## src/sv/irpdt_pkg.sv

```systemverilog
package irpdt_pkg;

    localparam int CODE_W      = 48;
    localparam int TIME_W      = 16;
    localparam int BITCNT_W    = 6;
    localparam int GAP_W       = 17;
    localparam int CFG_IDX_W   = 3;
    localparam int CFG_DATA_W  = 17;
    localparam int CMD_DEPTH   = 2;
    localparam int RES_DEPTH   = 2;

    typedef enum logic [CFG_IDX_W-1:0] {
        REG_HEADER_MARK  = 3'd0,
        REG_HEADER_SPACE = 3'd1,
        REG_BIT_MARK     = 3'd2,
        REG_ZERO_SPACE   = 3'd3,
        REG_ONE_SPACE    = 3'd4,
        REG_BIT_COUNT    = 3'd5,
        REG_MSB_FIRST    = 3'd6,
        REG_TRAILER_GAP  = 3'd7
    } t_cfg_reg;

    typedef enum logic {
        OP_TICK  = 1'b0,
        OP_START = 1'b1
    } t_op;

    typedef enum logic [2:0] {
        PH_IDLE      = 3'd0,
        PH_HDR_MARK  = 3'd1,
        PH_HDR_SPACE = 3'd2,
        PH_BIT_MARK  = 3'd3,
        PH_BIT_SPACE = 3'd4,
        PH_GAP       = 3'd5
    } t_phase;

    typedef struct packed {
        logic              op;
        logic [CODE_W-1:0] frame_code;
    } t_in_item;

    typedef struct packed {
        logic pin_level;
        logic busy_res;
        logic start_accepted;
    } t_out_item;

    typedef struct packed {
        t_op               kind;
        logic [CODE_W-1:0] code;
    } t_cmd;

    typedef struct packed {
        logic [TIME_W-1:0]   header_mark;
        logic [TIME_W-1:0]   header_space;
        logic [TIME_W-1:0]   bit_mark;
        logic [TIME_W-1:0]   zero_space;
        logic [TIME_W-1:0]   one_space;
        logic [BITCNT_W-1:0] frame_bit_count;
        logic                msb_first;
        logic [GAP_W-1:0]    trailer_gap;
    } t_cfg;

    localparam logic [TIME_W-1:0]   RST_HEADER_MARK  = 16'd3360;
    localparam logic [TIME_W-1:0]   RST_HEADER_SPACE = 16'd3360;
    localparam logic [TIME_W-1:0]   RST_BIT_MARK     = 16'd800;
    localparam logic [TIME_W-1:0]   RST_ZERO_SPACE   = 16'd800;
    localparam logic [TIME_W-1:0]   RST_ONE_SPACE    = 16'd2500;
    localparam logic [BITCNT_W-1:0] RST_BIT_COUNT    = 6'd48;
    localparam logic                RST_MSB_FIRST    = 1'b0;
    localparam logic [GAP_W-1:0]    RST_TRAILER_GAP  = 17'd89000;

endpackage

```

## src/sv/ir_pulse_distance_transmitter_top.sv

```systemverilog
// Infrared pulse-distance frame transmitter.
// Requests enter through a queue-style port: a request is taken when push is high
// and full is low. Each request is either a one-microsecond tick or a start carrying
// a code word. Every request yields exactly one result, read from a queue-style port:
// the oldest result sits on o_result while empty is low and leaves when pop is high.
// A start while a frame is running is refused and flagged by start_accepted low.
// Timing and format registers are written through i_cfg_we, i_cfg_idx and
// i_cfg_wdata, and should only be changed while no frame is running.
// A request taken into the command queue is executed by the sequencer, which writes
// its result into the result queue, where it becomes visible. One request per cycle is
// sustained: the command queue and the result queue each hold two entries, and the
// sequencer retires one request per cycle whenever the result queue has room.
// When the result side stalls, the result queue fills, the sequencer stops, then the
// command queue fills and full rises; no request is lost.
// Synchronous reset empties both queues, returns the line to idle and restores
// the default timings of the 48-bit LSB-first format.
module ir_pulse_distance_transmitter_top #(
    parameter int MAX_BITS    = 48,
    parameter int COUNT_WIDTH = 17
) (
    input  logic                                 i_clk,
    input  logic                                 i_rst_n,
    input  logic                                 push,
    output logic                                 full,
    input  irpdt_pkg::t_in_item                  i_item,
    output logic                                 empty,
    input  logic                                 pop,
    output irpdt_pkg::t_out_item                 o_result,
    input  logic                                 i_cfg_we,
    input  logic [irpdt_pkg::CFG_IDX_W-1:0]      i_cfg_idx,
    input  logic [irpdt_pkg::CFG_DATA_W-1:0]     i_cfg_wdata
);

    import irpdt_pkg::*;

    t_cfg r_cfg, n_cfg;
    t_cmd w_cmd;
    logic w_cmd_empty;
    logic w_cmd_pop;

    always_comb begin
        n_cfg = r_cfg;
        if (i_cfg_we) begin
            unique case (t_cfg_reg'(i_cfg_idx))
                REG_HEADER_MARK:  n_cfg.header_mark     = i_cfg_wdata[TIME_W-1:0];
                REG_HEADER_SPACE: n_cfg.header_space    = i_cfg_wdata[TIME_W-1:0];
                REG_BIT_MARK:     n_cfg.bit_mark        = i_cfg_wdata[TIME_W-1:0];
                REG_ZERO_SPACE:   n_cfg.zero_space      = i_cfg_wdata[TIME_W-1:0];
                REG_ONE_SPACE:    n_cfg.one_space       = i_cfg_wdata[TIME_W-1:0];
                REG_BIT_COUNT:    n_cfg.frame_bit_count = i_cfg_wdata[BITCNT_W-1:0];
                REG_MSB_FIRST:    n_cfg.msb_first       = i_cfg_wdata[0];
                REG_TRAILER_GAP:  n_cfg.trailer_gap     = i_cfg_wdata[GAP_W-1:0];
                default:          n_cfg = r_cfg;
            endcase
        end
    end

    always_ff @(posedge i_clk) begin
        if (!i_rst_n) begin
            r_cfg.header_mark     <= RST_HEADER_MARK;
            r_cfg.header_space    <= RST_HEADER_SPACE;
            r_cfg.bit_mark        <= RST_BIT_MARK;
            r_cfg.zero_space      <= RST_ZERO_SPACE;
            r_cfg.one_space       <= RST_ONE_SPACE;
            r_cfg.frame_bit_count <= RST_BIT_COUNT;
            r_cfg.msb_first       <= RST_MSB_FIRST;
            r_cfg.trailer_gap     <= RST_TRAILER_GAP;
        end else begin
            r_cfg <= n_cfg;
        end
    end

    irpdt_front u_front (
        .i_clk       (i_clk),
        .i_rst_n     (i_rst_n),
        .i_push      (push),
        .o_full      (full),
        .i_item      (i_item),
        .o_cmd       (w_cmd),
        .o_cmd_empty (w_cmd_empty),
        .i_cmd_pop   (w_cmd_pop)
    );

    irpdt_back #(
        .MAX_BITS    (MAX_BITS),
        .COUNT_WIDTH (COUNT_WIDTH)
    ) u_back (
        .i_clk       (i_clk),
        .i_rst_n     (i_rst_n),
        .i_cfg       (r_cfg),
        .i_cmd       (w_cmd),
        .i_cmd_empty (w_cmd_empty),
        .o_cmd_pop   (w_cmd_pop),
        .o_result    (o_result),
        .o_empty     (empty),
        .i_pop       (pop)
    );

endmodule

```

## src/sv/irpdt_fifo.sv

```systemverilog
module irpdt_fifo #(
    parameter int WIDTH = 8,
    parameter int DEPTH = 2
) (
    input  logic             i_clk,
    input  logic             i_rst_n,
    input  logic             i_push,
    input  logic [WIDTH-1:0] i_data,
    output logic             o_full,
    input  logic             i_pop,
    output logic [WIDTH-1:0] o_data,
    output logic             o_empty
);

    localparam int PW = (DEPTH > 1) ? $clog2(DEPTH) : 1;
    localparam int CW = $clog2(DEPTH + 1);

    logic [WIDTH-1:0] r_mem [DEPTH];
    logic [PW-1:0]    r_wr_ptr, n_wr_ptr;
    logic [PW-1:0]    r_rd_ptr, n_rd_ptr;
    logic [CW-1:0]    r_count, n_count;
    logic             w_wr;
    logic             w_rd;

    assign o_full  = (r_count == CW'(DEPTH));
    assign o_empty = (r_count == '0);
    assign w_wr    = i_push && !o_full;
    assign w_rd    = i_pop && !o_empty;
    assign o_data  = r_mem[r_rd_ptr];

    always_comb begin
        n_wr_ptr = r_wr_ptr;
        n_rd_ptr = r_rd_ptr;
        n_count  = r_count;
        if (w_wr) begin
            n_wr_ptr = (r_wr_ptr == PW'(DEPTH - 1)) ? '0 : r_wr_ptr + 1'b1;
        end
        if (w_rd) begin
            n_rd_ptr = (r_rd_ptr == PW'(DEPTH - 1)) ? '0 : r_rd_ptr + 1'b1;
        end
        case ({w_wr, w_rd})
            2'b10:   n_count = r_count + 1'b1;
            2'b01:   n_count = r_count - 1'b1;
            default: n_count = r_count;
        endcase
    end

    always_ff @(posedge i_clk) begin
        if (!i_rst_n) begin
            r_wr_ptr <= '0;
            r_rd_ptr <= '0;
            r_count  <= '0;
        end else begin
            r_wr_ptr <= n_wr_ptr;
            r_rd_ptr <= n_rd_ptr;
            r_count  <= n_count;
        end
    end

    always_ff @(posedge i_clk) begin
        if (w_wr) begin
            r_mem[r_wr_ptr] <= i_data;
        end
    end

endmodule

```

## src/sv/irpdt_front.sv

```systemverilog
module irpdt_front (
    input  logic                i_clk,
    input  logic                i_rst_n,
    input  logic                i_push,
    output logic                o_full,
    input  irpdt_pkg::t_in_item i_item,
    output irpdt_pkg::t_cmd     o_cmd,
    output logic                o_cmd_empty,
    input  logic                i_cmd_pop
);

    import irpdt_pkg::*;

    t_cmd                w_cmd_in;
    logic [$bits(t_cmd)-1:0] w_rd_data;

    always_comb begin
        w_cmd_in.kind = (i_item.op == 1'b1) ? OP_START : OP_TICK;
        w_cmd_in.code = i_item.frame_code;
    end

    irpdt_fifo #(
        .WIDTH ($bits(t_cmd)),
        .DEPTH (CMD_DEPTH)
    ) u_cmd_q (
        .i_clk   (i_clk),
        .i_rst_n (i_rst_n),
        .i_push  (i_push),
        .i_data  (w_cmd_in),
        .o_full  (o_full),
        .i_pop   (i_cmd_pop),
        .o_data  (w_rd_data),
        .o_empty (o_cmd_empty)
    );

    assign o_cmd = t_cmd'(w_rd_data);

endmodule

```

## src/sv/irpdt_back.sv

```systemverilog
module irpdt_back #(
    parameter int MAX_BITS    = 48,
    parameter int COUNT_WIDTH = 17
) (
    input  logic                 i_clk,
    input  logic                 i_rst_n,
    input  irpdt_pkg::t_cfg      i_cfg,
    input  irpdt_pkg::t_cmd      i_cmd,
    input  logic                 i_cmd_empty,
    output logic                 o_cmd_pop,
    output irpdt_pkg::t_out_item o_result,
    output logic                 o_empty,
    input  logic                 i_pop
);

    import irpdt_pkg::*;

    localparam int BP_W  = $clog2(MAX_BITS + 1);
    localparam int IDX_W = $clog2(MAX_BITS);
    localparam int UW    = (BP_W > BITCNT_W) ? BP_W : BITCNT_W;
    localparam int LW    = (COUNT_WIDTH > GAP_W) ? COUNT_WIDTH : GAP_W;

    function automatic logic [COUNT_WIDTH-1:0] f_load(input logic [GAP_W-1:0] v);
        logic [LW-1:0] ext;
        ext = LW'(v);
        if (ext == '0) begin
            return COUNT_WIDTH'(1);
        end else if (ext > LW'({COUNT_WIDTH{1'b1}})) begin
            return '1;
        end else begin
            return COUNT_WIDTH'(ext);
        end
    endfunction

    t_phase                 r_phase, n_phase;
    logic [COUNT_WIDTH-1:0] r_ticks, n_ticks;
    logic [BP_W-1:0]        r_bit_pos, n_bit_pos;
    logic [MAX_BITS-1:0]    r_shift, n_shift;

    logic                   w_exec;
    logic                   w_res_full;
    logic                   w_busy;
    logic                   w_level;
    logic [UW-1:0]          w_fbc;
    logic [UW-1:0]          w_used;
    logic [UW-1:0]          w_bp_ext;
    logic [BP_W-1:0]        w_bp_inc;
    logic [UW-1:0]          w_idx;
    logic                   w_cur_bit;
    t_out_item              w_res;
    logic [$bits(t_out_item)-1:0] w_res_data;

    assign w_exec    = !i_cmd_empty && !w_res_full;
    assign o_cmd_pop = w_exec;

    assign w_busy   = (r_phase != PH_IDLE);
    assign w_level  = (r_phase == PH_HDR_MARK) || (r_phase == PH_BIT_MARK);
    assign w_fbc    = UW'(i_cfg.frame_bit_count);
    assign w_used   = (w_fbc > UW'(MAX_BITS)) ? UW'(MAX_BITS) : w_fbc;
    assign w_bp_ext = UW'(r_bit_pos);
    assign w_bp_inc = r_bit_pos + 1'b1;
    assign w_idx    = i_cfg.msb_first ? (w_used - 1'b1 - w_bp_ext) : w_bp_ext;
    assign w_cur_bit = (w_used != '0) && (w_bp_ext < w_used) ?
                       r_shift[w_idx[IDX_W-1:0]] : 1'b0;

    always_comb begin
        n_phase   = r_phase;
        n_ticks   = r_ticks;
        n_bit_pos = r_bit_pos;
        n_shift   = r_shift;
        if (w_exec) begin
            if (i_cmd.kind == OP_START) begin
                if (!w_busy) begin
                    n_phase   = PH_HDR_MARK;
                    n_shift   = MAX_BITS'(i_cmd.code);
                    n_bit_pos = '0;
                    n_ticks   = f_load(GAP_W'(i_cfg.header_mark));
                end
            end else if (!w_busy) begin
                n_phase = PH_IDLE;
                n_ticks = '0;
            end else if (r_ticks > COUNT_WIDTH'(1)) begin
                n_ticks = r_ticks - 1'b1;
            end else begin
                unique case (r_phase)
                    PH_HDR_MARK: begin
                        n_phase = PH_HDR_SPACE;
                        n_ticks = f_load(GAP_W'(i_cfg.header_space));
                    end
                    PH_HDR_SPACE: begin
                        n_bit_pos = '0;
                        if (w_used != '0) begin
                            n_phase = PH_BIT_MARK;
                            n_ticks = f_load(GAP_W'(i_cfg.bit_mark));
                        end else if (i_cfg.trailer_gap == '0) begin
                            n_phase = PH_IDLE;
                            n_ticks = '0;
                        end else begin
                            n_phase = PH_GAP;
                            n_ticks = f_load(i_cfg.trailer_gap);
                        end
                    end
                    PH_BIT_MARK: begin
                        n_phase = PH_BIT_SPACE;
                        n_ticks = w_cur_bit ? f_load(GAP_W'(i_cfg.one_space)) :
                                              f_load(GAP_W'(i_cfg.zero_space));
                    end
                    PH_BIT_SPACE: begin
                        n_bit_pos = w_bp_inc;
                        if (UW'(w_bp_inc) < w_used) begin
                            n_phase = PH_BIT_MARK;
                            n_ticks = f_load(GAP_W'(i_cfg.bit_mark));
                        end else if (i_cfg.trailer_gap == '0) begin
                            n_phase = PH_IDLE;
                            n_ticks = '0;
                        end else begin
                            n_phase = PH_GAP;
                            n_ticks = f_load(i_cfg.trailer_gap);
                        end
                    end
                    default: begin
                        n_phase = PH_IDLE;
                        n_ticks = '0;
                    end
                endcase
            end
        end
    end

    always_comb begin
        w_res = '0;
        if (i_cmd.kind == OP_START) begin
            w_res.start_accepted = !w_busy;
            w_res.busy_res       = 1'b1;
            w_res.pin_level      = !w_busy || w_level;
        end else if (w_busy) begin
            w_res.pin_level = w_level;
            w_res.busy_res  = 1'b1;
        end
    end

    always_ff @(posedge i_clk) begin
        if (!i_rst_n) begin
            r_phase   <= PH_IDLE;
            r_ticks   <= '0;
            r_bit_pos <= '0;
            r_shift   <= '0;
        end else begin
            r_phase   <= n_phase;
            r_ticks   <= n_ticks;
            r_bit_pos <= n_bit_pos;
            r_shift   <= n_shift;
        end
    end

    irpdt_fifo #(
        .WIDTH ($bits(t_out_item)),
        .DEPTH (RES_DEPTH)
    ) u_res_q (
        .i_clk   (i_clk),
        .i_rst_n (i_rst_n),
        .i_push  (w_exec),
        .i_data  (w_res),
        .o_full  (w_res_full),
        .i_pop   (i_pop),
        .o_data  (w_res_data),
        .o_empty (o_empty)
    );

    assign o_result = t_out_item'(w_res_data);

    a_idle_no_count: assert property (@(posedge i_clk) disable iff (!i_rst_n)
        (r_phase == PH_IDLE) |-> (r_ticks == '0))
        else $error("idle phase with a nonzero tick count");

    a_busy_has_count: assert property (@(posedge i_clk) disable iff (!i_rst_n)
        (r_phase != PH_IDLE) |-> (r_ticks != '0))
        else $error("active phase with an empty tick count");

    a_bit_pos_range: assert property (@(posedge i_clk) disable iff (!i_rst_n)
        UW'(r_bit_pos) <= UW'(MAX_BITS))
        else $error("bit position beyond the word");

    a_start_loads: assert property (@(posedge i_clk) disable iff (!i_rst_n)
        (w_exec && (i_cmd.kind == OP_START) && (r_phase == PH_IDLE))
        |=> (r_phase == PH_HDR_MARK))
        else $error("accepted start did not enter the header mark");

endmodule

```

## config.mk

```make
export PLATFORM = sky130hd
export DESIGN_NAME = ir_pulse_distance_transmitter_top
export DESIGN_NICKNAME = d
export VERILOG_FILES = /design/src/sv/irpdt_pkg.sv /design/src/sv/ir_pulse_distance_transmitter_top.sv /design/src/sv/irpdt_fifo.sv /design/src/sv/irpdt_front.sv /design/src/sv/irpdt_back.sv
export SDC_FILE = /design/constraint.sdc
export NUM_CORES = 1
export LEC_CHECK = 0
export BUFFER_PORTS_ARGS = -buffer_cell sky130_fd_sc_hd__buf_2
export CAP_MARGIN = 20
export CORE_MARGIN = 5
export CORE_UTILIZATION = 55
export DETAILED_ROUTE_END_ITERATION = 8
export HOLD_SLACK_MARGIN = 0.03
export PLACE_DENSITY = 0.77
export SYNTH_ARGS = -nofsm -noshare
export SYNTH_HDL_FRONTEND = slang
export SYNTH_SLANG_ARGS = --single-unit
```

## constraint.sdc

```tcl
create_clock -name i_clk -period 4.15 [get_ports i_clk]
set_input_delay 0.6225 -clock i_clk [delete_from_list [all_inputs] [get_ports i_clk]]
set_output_delay 0.6225 -clock i_clk [all_outputs]
set_load 0.005 [all_outputs]
```

==> results.md, run 1 <==
* Outcome: finished clean
* Number of vias per cell at 6.11
* RSZ-0062 raised after global routing: false
* Clock Tree Buf Depth at 3
* Wire length per cell at 19.2 um
* Remaining DRCs at 0
* Dominant cells by area after synthesis: dfxtp_1 (29%), edfxtp_1 (24%), nand2_1 (7.3%), mux2i_1 (6.6%), a21oi_1 (4.8%)
* Worst Clk Skew at 0.0186 ns
* Post-Synthesis Cell Area at 0.0131 mm2
* Count leader, synth: nand2_1
* Clock transition at the registers of the reported paths at 0.07 ns
* Crit path to: u_back.r_ticks[6]$_SDFFE_PN0P_
* Mean Syn Cell Area at 9.60 um2
* Post-synth ARST share at 0%
* Data required, critical path at 4.60 ns
* Row count at 56
* Post-route minimum period at 3.93 ns
* Pleak at 5.32 nW
* FF-to-FF Start: r_cfg[18]$_SDFFE_PN0P_
* TritonRoute pass-1 iters at 6
* First-pass GRT wire length at 53700 um
* Die Height at 165 um
* Tightest Hold Check Type: in -> reg
* Synth Area in Simple Gates at 18.1%
* Synth top area share at 28.6%
* Slew margin rel. at 34.6%
* Slew Limit Fails at 0
* Worst-Margin Slew at 0.980 ns
* Crit path arrival time at 4.38 ns
* Post-synthesis adder-cell area fraction at 2.25%
* Sum Neg Setup Slack at 0 ns
* Global route overflow at 0
* Critical path class: reg -> reg
* Synth Register Bits at 292
* Final nets at 1511
* Crit Reg-Reg Endpoint: u_back.r_ticks[6]$_SDFFE_PN0P_
* TritonCTS buffer count at 29
* H-tree level count at 1
* Fraction of the yosys area taken by sequential cells at 52.4%
* Yosys warns at 0
* Hold buffers post-CTS at 0
* CTS tree: yes
* Total wire length at 33800 um
* Mux contribution to synthesized area at 7.66%
* Max Freq at 254 MHz
* Root Buffer: clkbuf_16
* GP Congestion at 0.957
* Die ar. at 0.0271 mm2
* Layout cell share with drive strength beyond 1 at 11.9%
* Worst r2r path cells at 12
* Area Overhead vs Synth at 12.7%
* Routed Antenna Nets at 0
* Final worst path period share at 94.7%
* Die width at 165 um
* Pin count of the biggest net entering global routing at 97
* R2R Setup Slk at 0.22 ns
* Post-Syn Nets at 1465
* Clk sinks at 292
* Crit path from: r_cfg[18]$_SDFFE_PN0P_
* Leading area contributor after synthesis: dfxtp_1
* Port Buffers at 78
* Setup-failing EPs final at 0
* Largest family of logic cells by synthesized area: simple AND/OR/NAND/NOR gates
* Yosys cell types at 70
* Starting density of the core at 56.0%
* Compound-Gate Fraction of Synth Area at 14.9%
* Clk Latency, worst-skew pair at 0.55 ns
* Initial DRC Count at 1184
* Max_cap viols at 0
* Setup crit end kind: flip-flop
* Vias in the first global route at 10100
* Final HPWL DP at 23000 um
* Total chip power at 8.77 mW
* List of most frequent post-synthesis cells: nand2_1 (257), dfxtp_1 (188), a21oi_1 (127)
* Crit start category: flip-flop
* All-Layer GR Usage at 24.6%
* Final hold violation count at 0
* Xor/xnor cell area share of the yosys netlist at 1.53%
* EDFF count, synth at 104
* Ys flop type: dfxtp_1
* Placeable Area at 0.0235 mm2
* # IOs at 79
* Via count at 10700
* Max IR drop VDD at 0.570 mV
* Pwr dens at 592 mW/mm2
* Mapped Cells at 1368
* Crit Path Max Fanout at 22
* Initial antenna violation count at 2
-- area by class of cell --
class / instances / area, um2
fill: 1864 / 8670
sequential: 292 / 6890
multi-input combinational: 970 / 5850
clock buffer: 41 / 812
timing repair buffer: 99 / 577
tap: 319 / 399
clock inverter: 11 / 189
inverter: 22 / 85.1
antenna: 1 / 2.50
-- where the power goes --
part | internal (mW) | total (mW) | switching [mW]
Clock | 1.67 | 2.75 | 1.08
Sequential | 3.48 | 3.76 | 0.280
Combinational | 0.861 | 2.26 | 1.40
Total | 6.01 | 8.77 | 2.75
-- worst min-delay path by stage --
stage	slack, ns	start	end	cells after the start
6_report	0.27	i_item[20]	u_front.u_cmd_q.r_mem[1][20]$_DFFE_PP_	1
2_1_floorplan	0.44	r_cfg[24]$_SDFFE_PN0P_	r_cfg[24]$_SDFFE_PN0P_	2
4_1_cts	0.26	i_item[8]	u_front.u_cmd_q.r_mem[1][8]$_DFFE_PP_	1
3_3_place_gp	0.45	r_cfg[88]$_SDFFE_PN0P_	r_cfg[88]$_SDFFE_PN0P_	2
3_5_place_dp	0.46	r_cfg[95]$_SDFFE_PN0P_	r_cfg[95]$_SDFFE_PN0P_	2
5_1_grt	0.26	i_item[14]	u_front.u_cmd_q.r_mem[1][14]$_DFFE_PP_	1
-- per-stage QoR --
stage | area [um2] | cells | setup slack [ns] | hold slack, ns | util, %
finish | 14800 | 1755 | 0.218 | 0.266 | 63.1
global route | 14800 | 1755 | 0.0332 | 0.258 | 63.1
CTS | 14800 | 1752 | 0.0361 | 0.256 | 63.0
detailed placement | 13800 | 1700 | 0.0758 | 0.464 | 58.7
global placement | 13800 | 1700 | 0.275 | 0.454 | 58.7
floorplan | 13100 | 1368 | 0.923 | 0.436 | -
-- kinds of logic (layout without fill, tap and decap cells) --
group / count (synthesis) / count (layout)
muxes: 96 / 96
DFF: 292 / 292
other: 0 / 1
and+or+nand+nor: 529 / 529
buffers and inverters: 106 / 173
AOI/OAI and AO/OA: 299 / 299
xor gates and xnor gates: 23 / 23
adders and majority gates: 23 / 23
-- routing by layer --
layer / up-vias / GRT usage (%) / wire length (um)
li1: 5078 / - / -
met1: 5047 / 34.6 / 14100
met2: 520 / 38.2 / 15100
met3: 84 / 4.74 / 3560
met4: 2 / 8.62 / 1050
met5: - / 0 / 7
-- registers in the layout, indices dropped and copies added (netlist names), named ones only --
| signal | cells |
|---|---|
| u_back.r_shift | 48 |
| u_back.r_phase | 3 |
| u_back.r_ticks | 17 |
| u_front.u_cmd_q.r_count | 2 |
| u_front.u_cmd_q.r_mem | 98 |
| u_back.r_bit_pos | 6 |
| u_back.u_res_q.r_mem | 6 |
| u_back.u_res_q.r_count | 2 |
| u_back.u_res_q.r_rd_ptr | 1 |
| r_cfg | 104 |
| u_front.u_cmd_q.r_rd_ptr | 1 |
| u_back.u_res_q.r_wr_ptr | 1 |
| u_front.u_cmd_q.r_wr_ptr | 1 |
-- cell usage in the layout (no fill, tap or decap), types with 6 or more instances in the layout --
cell	n
nand3_1	47
a221oi_1	7
mux2_2	6
xnor2_1	15
clkbuf_16	29
dfxtp_1	187
edfxtp_1	104
xor2_1	8
mux2i_1	87
and2_1	8
a211oi_1	58
nand4b_1	6
nor4_1	30
o21ai_0	26
o211ai_1	10
a21oi_1	127
nor2_1	99
a221o_1	15
ha_1	22
nor3_1	20
buf_4	18
nor2b_1	10
o22ai_1	10
inv_1	20
nand2_1	257
nand4_1	15
clkbuf_1	7
nand2b_1	14
buf_2	78
-- repair_timing --
item | 4_1_cts | 5_1_grt
hold endpoints to repair | 0 | 0
endpoints found under the setup margin | 0 | 16
setup buffers | 0 | 0
resized for setup | 0 | 1
-- worst max-delay path: stages (launching register included) --
cell      delay (ns)
dfxtp_1         0.40
a21boi_2        0.27
nand2b_1        0.11
fa_1            0.45
xnor2_1         0.44
a21o_1          0.32
mux4_2          0.34
nor2_1          0.12
a211oi_1        0.06
o211ai_1        0.47
nand3_4         0.38
mux2i_1         0.21
o32ai_1         0.27
Power figures use the tool's default switching activity.
==> run 2, diff against run 1 <==
REMOVE_ABC_BUFFERS = 1   (was default)
==> run 2 against run 1 <==
Net effect: clock power down 3%; non-clock buffer count up 3; combinational power about the same; core utilization about the same; maximum frequency up 0.50%; global-route usage down 0.40 points; final area about the same; critical path type unchanged.
==> results.md, run 2 (synthesis results as in run 1) <==
* Number of vias per cell at 6.06 (was 6.11)
* Post-route minimum period at 3.91 ns (was 3.93 ns)
* Slowest-stage cell, CP: xnor2_1 (was o211ai_1)
* Total chip power at 8.66 mW (was 8.77 mW)
* Max Freq at 256 MHz (was 254 MHz)
* Die width at 165 um (unchanged)
* Number of fill cells at 1908 (was 1864)
* Antenna cells at 0 (was 1)
* Layout cell share with drive strength beyond 1 at 12.2% (was 11.9%)
* Fin worst setup slack at 0.238 ns (was 0.218 ns)
* Remaining DRCs at 0 (unchanged)
* GP Congestion at 0.970 (was 0.957)
* Sw Ratio at 31.7% (was 31.4%)
* CTS tree: yes (unchanged)
* Final worst path period share at 94.3% (was 94.7%)
* Postcts setup bufs at 0 (unchanged)
* Max_cap viols at 0 (unchanged)
* Multi-input logic area at 0.00585 mm2 (unchanged)
* Placeable Area at 0.0235 mm2 (unchanged)
* Pwr dens at 585 mW/mm2 (was 592 mW/mm2)
* Clock network fraction of total power at 30.9% (was 31.3%)
* Setup crit end kind: flip-flop (unchanged)
* Final core utilization at 63.1% (about the same)
* Seq pwr share at 43.3% (was 42.9%)
* Crit Path Max Fanout at 22 (unchanged)
* Clock transition at the registers of the reported paths at 0.06 ns (was 0.07 ns)
* Die Height at 165 um (unchanged)
* Register area at 0.00689 mm2 (unchanged)
* Initial DRC Count at 1133 (was 1184)
* Most frequent cells in the layout: nand2_1 (257), dfxtp_1 (187), a21oi_1 (127) (unchanged)
* Vias in the first global route at 9952 (was 10100)
* Area Overhead vs Synth at 12.8% (was 12.7%)
* Outcome: finished clean (unchanged)
* Top reg by flops: r_cfg (unchanged)
* Crit start category: flip-flop (unchanged)
* Crit path arrival time at 4.36 ns (was 4.38 ns)
* Final HPWL DP at 22700 um (was 23000 um)
* Root Buffer: clkbuf_16 (unchanged)
* Commonest non-fill, non-tap cell in the layout: nand2_1 (unchanged)
* TritonCTS buffer count at 30 (was 29)
* Data required, critical path at 4.60 ns (about the same)
* First-pass GRT wire length at 52500 um (was 53700 um)
* Slew margin rel. at 34.2% (was 34.6%)
* Wire length per cell at 18.8 um (was 19.2 um)
* Port Buffers at 78 (unchanged)
* Comb pwr share at 25.8% (was 25.7%)
* All-Layer GR Usage at 24.2% (was 24.6%)
* Regs by FF count: r_cfg x104, u_front.u_cmd_q.r_mem x98, u_back.r_shift x48 (unchanged)
* Worst-Margin Slew at 0.980 ns (about the same)
* Max IR drop VDD at 0.467 mV (was 0.570 mV)
* Pleak at 5.33 nW (was 5.32 nW)
* Total wire length at 33200 um (was 33800 um)
* Largest register FFs at 104 (unchanged)
* Sw Pwr at 2.75 mW (about the same)
* Clock Tree Buf Depth at 3 (unchanged)
* Pin count of the biggest net entering global routing at 97 (unchanged)
* Tightest Hold Check Type: in -> reg (unchanged)
* Global route overflow at 0 (unchanged)
* Die ar. at 0.0271 mm2 (unchanged)
* Critical path class: reg -> reg (unchanged)
* TritonRoute pass-1 iters at 5 (was 6)
* Routed Antenna Nets at 0 (unchanged)
* Pint at 5.92 mW (was 6.01 mW)
* Via count at 10700 (about the same)
* # IOs at 79 (unchanged)
* Final hold violation count at 0 (unchanged)
* Row count at 56 (unchanged)
* Worst Clk Skew at 0.00905 ns (was 0.0186 ns)
* Crit path cell chain: a21boi_2 > nand2b_1 > fa_1 > xnor2_1 > a21o_1 > mux4_2 > nand2_1 > a21oi_1 > o211ai_1 > nand3_4 > mux2i_1 > o32ai_1 (was a21boi_2 > nand2b_1 > fa_1 > xnor2_1 > a21o_1 > mux4_2 > nor2_1 > a211oi_1 > o211ai_1 > nand3_4 > mux2i_1 > o32ai_1)
* Starting density of the core at 56.0% (unchanged)
* Crit path largest cell delay at 0.45 ns (was 0.47 ns)
* Initial antenna violation count at 1 (was 2)
* Setup-failing EPs final at 0 (unchanged)
* Slew Limit Fails at 0 (unchanged)
* Final nets at 1515 (was 1511)
* H-tree level count at 1 (unchanged)
* Clk Latency, worst-skew pair at 0.55 ns (about the same)
* Place WS at 0.117 ns (was 0.0758 ns)
* Clk sinks at 292 (unchanged)
-- run 2: worst paths after layout --
kind	to	start	slack, ns	cells past startpoint
worst min register to register	r_cfg[40]$_SDFFE_PN0P_	r_cfg[40]$_SDFFE_PN0P_	0.46	2
worst max-delay path	u_back.r_ticks[6]$_SDFFE_PN0P_	r_cfg[18]$_SDFFE_PN0P_	0.24	12
worst max register to register	u_back.r_ticks[6]$_SDFFE_PN0P_	r_cfg[18]$_SDFFE_PN0P_	0.24	12
worst min-delay path	u_front.u_cmd_q.r_mem[0][12]$_DFFE_PP_	i_item[12]	0.26	1
-- run 2: worst max-delay path, delay by kind of cell, from the launching register on --
kind	cells	cell delay, ns
AND/OR/NAND/NOR	3	0.61
XOR/XNOR	1	0.45
multiplexers	2	0.54
flip-flops	1	0.39
AO/OA/AOI/OAI	5	1.37
adder cells (fa/ha/maj)	1	0.43
-- run 2: area by class of cell --
class	count	share of cell area [%]
clock buffer	38	5.47
clock inverter	18	1.25
inverter	22	0.574
multi-input combinational	970	39.5
sequential	292	46.5
tap	319	2.69
timing repair buffer	102	3.99
-- run 2: metrics by stage --
stage / area (um2) / std cells / hold slack, ns / setup TNS (ns)
after floorplan: 12800 / 1284 / 0.436 / -74.96
after global placement: 13800 / 1701 / 0.445 / 0
after detailed placement: 13800 / 1703 / 0.452 / 0
after CTS: 14800 / 1759 / 0.233 / 0
after global routing: 14800 / 1761 / 0.236 / -0.00871
final: 14800 / 1761 / 0.256 / 0
-- run 2: metal layers --
metal	vias up	wire length [um]	GRT usage, %
li1	5083	-	-
met4	2	1220	8.73
met2	473	14900	38.3
met3	89	2800	3.72
met1	5029	14200	34.0
met5	-	13	0
-- run 2: power by group through the flow --
| stage | registers [mW] | logic [mW] | clock network (mW) |
|---|---|---|---|
| 6_report | 3.75 | 2.24 | 2.68 |
| 2_1_floorplan | 3.79 | 1.57 | 0 |
| 3_3_place_gp | 3.79 | 2.15 | 0 |
| 3_5_place_dp | 3.81 | 2.20 | 0 |
| 4_1_cts | 3.75 | 2.22 | 2.72 |
| 5_1_grt | 3.80 | 2.48 | 2.84 |
-- run 2: repair_timing --
action	CTS	global route
setup endpoints to repair	0	16
resized for setup	0	1
hold buffers	0	0
==> run 3, diff against run 2 <==
CORE_ASPECT_RATIO = 1.4   (was default)
==> run 3 against run 2 <==
Net effect: core utilization down 0.74 points; final area down 0.11%; non-clock buffer count up 1; via count down 0.98%; first-iteration DRC count down 32%; sequential share of layout area up 0.051 points; setup slack better by 0.24 ns; maximum frequency up 6.4%; global-route usage up 0.13 points; final cell count down 0.57%; die area up 0.17%; critical path type unchanged; largest cell class unchanged; largest power group unchanged.
==> results.md, run 3 (synthesis results as in run 1) <==
* Die Height at 193 um (was 165 um)
* First-pass GRT wire length at 53400 um (was 52500 um)
* R2R Setup Slk at 0.47 ns (was 0.24 ns)
* All-Layer GR Usage at 24.3% (was 24.2%)
* Area Overhead vs Synth at 12.6% (was 12.8%)
* Crit path cell chain: a21boi_2 > nand2b_1 > fa_1 > xnor2_2 > a21o_1 > mux4_2 > nor2_1 > a211oi_1 > o211ai_1 > nand3_2 > buf_4 > a211oi_1 > a211oi_1 (was a21boi_2 > nand2b_1 > fa_1 > xnor2_1 > a21o_1 > mux4_2 > nand2_1 > a21oi_1 > o211ai_1 > nand3_4 > mux2i_1 > o32ai_1)
* Crit start category: flip-flop (unchanged)
* Final hold violation count at 0 (unchanged)
* Total wire length at 33500 um (was 33200 um)
* Top reg by flops: r_cfg (unchanged)
* FF-to-FF Start: r_cfg[18]$_SDFFE_PN0P_ (unchanged)
* Non-filler cells in the finished layout at 1751 (was 1761)
* RSZ-0062 raised after global routing: false
* Slew Limit Fails at 0 (unchanged)
* Crit path from: r_cfg[18]$_SDFFE_PN0P_ (unchanged)
* Hold Startpoint: i_item[28] (was i_item[12])
* TritonRoute pass-1 iters at 7 (was 5)
* Hold path endpoint: u_front.u_cmd_q.r_mem[1][28]$_DFFE_PP_ (was u_front.u_cmd_q.r_mem[0][12]$_DFFE_PP_)
* Sw Ratio at 31.6% (was 31.7%)
* Max_cap viols at 0 (unchanged)
* Port Buffers at 78 (unchanged)
* Final nets at 1515 (unchanged)
* Clock network fraction of total power at 31.1% (was 30.9%)
* Uppermost layer routed: met4 (was met5)
* Layout cell share with drive strength beyond 1 at 12.4% (was 12.2%)
* Largest delay share family, worst path: compound AO/OA/AOI/OAI gates (unchanged)
* Row count at 67 (was 56)
* Number of vias per cell at 6.04 (was 6.06)
* Slowest-stage cell, CP: fa_1 (was xnor2_1)
* Remaining DRCs at 0 (unchanged)
* Most frequent cells in the layout: nand2_1 (257), dfxtp_1 (187), a21oi_1 (127) (unchanged)
* Initial DRC Count at 768 (was 1133)
* Critical path class: reg -> reg (unchanged)
* Max Freq at 272 MHz (was 256 MHz)
* TritonCTS buffer count at 29 (was 30)
* Setup crit end kind: flip-flop (unchanged)
* Max IR drop VDD at 0.528 mV (was 0.467 mV)
* Final HPWL DP at 23300 um (was 22700 um)
* CTS tree: yes (unchanged)
* Data required, critical path at 4.57 ns (was 4.60 ns)
* Total chip power at 8.70 mW (was 8.66 mW)
* Post-route minimum period at 3.68 ns (was 3.91 ns)
* Number of fill cells at 1931 (was 1908)
* Routed wl met2 at 17100 um (was 14900 um)
* Antenna cells at 0 (unchanged)
* Crit path arrival time at 4.10 ns (was 4.36 ns)
* Comb pwr share at 25.7% (was 25.8%)
* Buffer and inverter count on the worst path at 1 (was 0)
* Clk sinks at 292 (unchanged)
* Routed Antenna Nets at 0 (unchanged)
* CP most frequent cell: a211oi_1
* H-tree level count at 1 (unchanged)
* Hold depth at 1 (unchanged)
* Crit Reg-Reg Endpoint: u_back.r_ticks[4]$_SDFFE_PN0P_ (was u_back.r_ticks[6]$_SDFFE_PN0P_)
* Outcome: finished clean (unchanged)
* Placed cell count at 1695 (was 1703)
* Sw Pwr at 2.75 mW (about the same)
* Slew margin rel. at 32.8% (was 34.2%)
* Pwr dens at 588 mW/mm2 (was 585 mW/mm2)
* Pin count of the biggest net entering global routing at 97 (unchanged)
* Clk Latency, worst-skew pair at 0.56 ns (was 0.55 ns)
* Clock Tree Buf Depth at 3 (unchanged)
* Final worst path period share at 88.6% (was 94.3%)
* Starting density of the core at 55.4% (was 56.0%)
* Worst-Margin Slew at 1.01 ns (was 0.980 ns)
* DR WL met3 at 1950 um (was 2800 um)
* Largest register FFs at 104 (unchanged)
* Final core utilization at 62.4% (was 63.1%)
* Die ar. at 0.0271 mm2 (about the same)
* Met1 WL at 12600 um (was 14200 um)
* Root Buffer: clkbuf_16 (unchanged)
* Worst r2r path cells at 13 (was 12)
* GP Congestion at 0.946 (was 0.970)
* Seq pwr share at 43.2% (was 43.3%)
* Pint at 5.95 mW (was 5.92 mW)
* Initial antenna violation count at 0 (was 1)
* Die width at 141 um (was 165 um)
* Clock transition at the registers of the reported paths at 0.06 ns (about the same)
* Setup-failing EPs final at 0 (unchanged)
* Crit Path Max Fanout at 22 (unchanged)
* # IOs at 79 (unchanged)
* Pleak at 5.33 nW (about the same)
* Global route overflow at 0 (unchanged)
* Crit path largest cell delay at 0.46 ns (was 0.45 ns)
* Wire length per cell at 19.1 um (was 18.8 um)
* Via count at 10600 (was 10700)
* Placeable Area at 0.0237 mm2 (was 0.0235 mm2)
* Tightest Hold Check Type: in -> reg (unchanged)
* Regs by FF count: r_cfg x104, u_front.u_cmd_q.r_mem x98, u_back.r_shift x48 (unchanged)
* Commonest non-fill, non-tap cell in the layout: nand2_1 (unchanged)
* Vias in the first global route at 10300 (was 9952)
* Worst Clk Skew at 0.0247 ns (was 0.00905 ns)
[run 3: cell count changes in the layout (fill, tap and decap cells not counted), moves of 2 or more]
cell,before,now
buf_4,21,24
clkbuf_1,5,7
clkinv_2,5,3
buf_6,2,0
clkinv_1,6,1
[run 3: worst max path at each step]
stage                     slack [ns]  cells past startpoint                             end
after floorplan                -1.46                      7  u_back.r_phase[0]$_SDFFE_PN0P_
after global placement          0.45                     13  u_back.r_ticks[6]$_SDFFE_PN0P_
after detailed placement        0.37                     13  u_back.r_ticks[4]$_SDFFE_PN0P_
after CTS                       0.33                     13  u_back.r_ticks[4]$_SDFFE_PN0P_
after global routing            0.16                     13  u_back.r_ticks[4]$_SDFFE_PN0P_
final                           0.47                     13  u_back.r_ticks[4]$_SDFFE_PN0P_
[run 3: stage by stage]
step | setup WS, ns | hold slack, ns | TNS, ns | cell area (um2)
3_3_place_gp | 0.450 | 0.444 | 0 | 13800
3_5_place_dp | 0.367 | 0.452 | 0 | 13800
4_1_cts | 0.328 | 0.222 | 0 | 14800
6_report | 0.475 | 0.249 | 0 | 14800
5_1_grt | 0.162 | 0.235 | 0 | 14800
2_1_floorplan | -1.46 | 0.436 | -74.96 | 12800
[run 3: worst reg2reg max path: cells and delay by family, from the launching register on]
family          cells  cell delay (ns)
fa+ha+maj           1             0.46
simple gates        3             0.32
flops               1             0.40
xor+xnor            1             0.33
compound gates      6             1.47
buf+inv             1             0.26
mux                 1             0.32
[run 3: power by group through the flow]
stage	Sequential, mW	Combinational [mW]	Clock [mW]
finish	3.75	2.24	2.71
detailed placement	3.81	2.22	0
global placement	3.79	2.17	0
global route	3.80	2.49	2.88
CTS	3.75	2.23	2.75
floorplan	3.79	1.57	0
[run 3: layer usage]
| layer | track usage [%] | up-vias |
|---|---|---|
| li1 | - | 5076 |
| met2 | 44.0 | 392 |
| met4 | 13.0 | 0 |
| met5 | 0 | - |
| met3 | 3.15 | 131 |
| met1 | 27.8 | 4972 |
[run 3: cell type report]
| type | instances | area, um2 | share of cell area, % |
|---|---|---|---|
| Multi-Input combinational cell | 970 | 5850 | 39.6 |
| Inverter | 22 | 85.1 | 0.575 |
| Sequential cell | 292 | 6890 | 46.5 |
| Clock inverter | 14 | 193 | 1.30 |
| Clock buffer | 40 | 798 | 5.39 |
| Tap cell | 310 | 388 | 2.62 |
| Timing Repair Buffer | 103 | 591 | 3.99 |
[run 3: timing repair]
item                       4_1_cts  5_1_grt
hold buffers                     0        0
gates resized for setup          0        1
setup endpoints to repair        0        1
setup buffers                    0        0
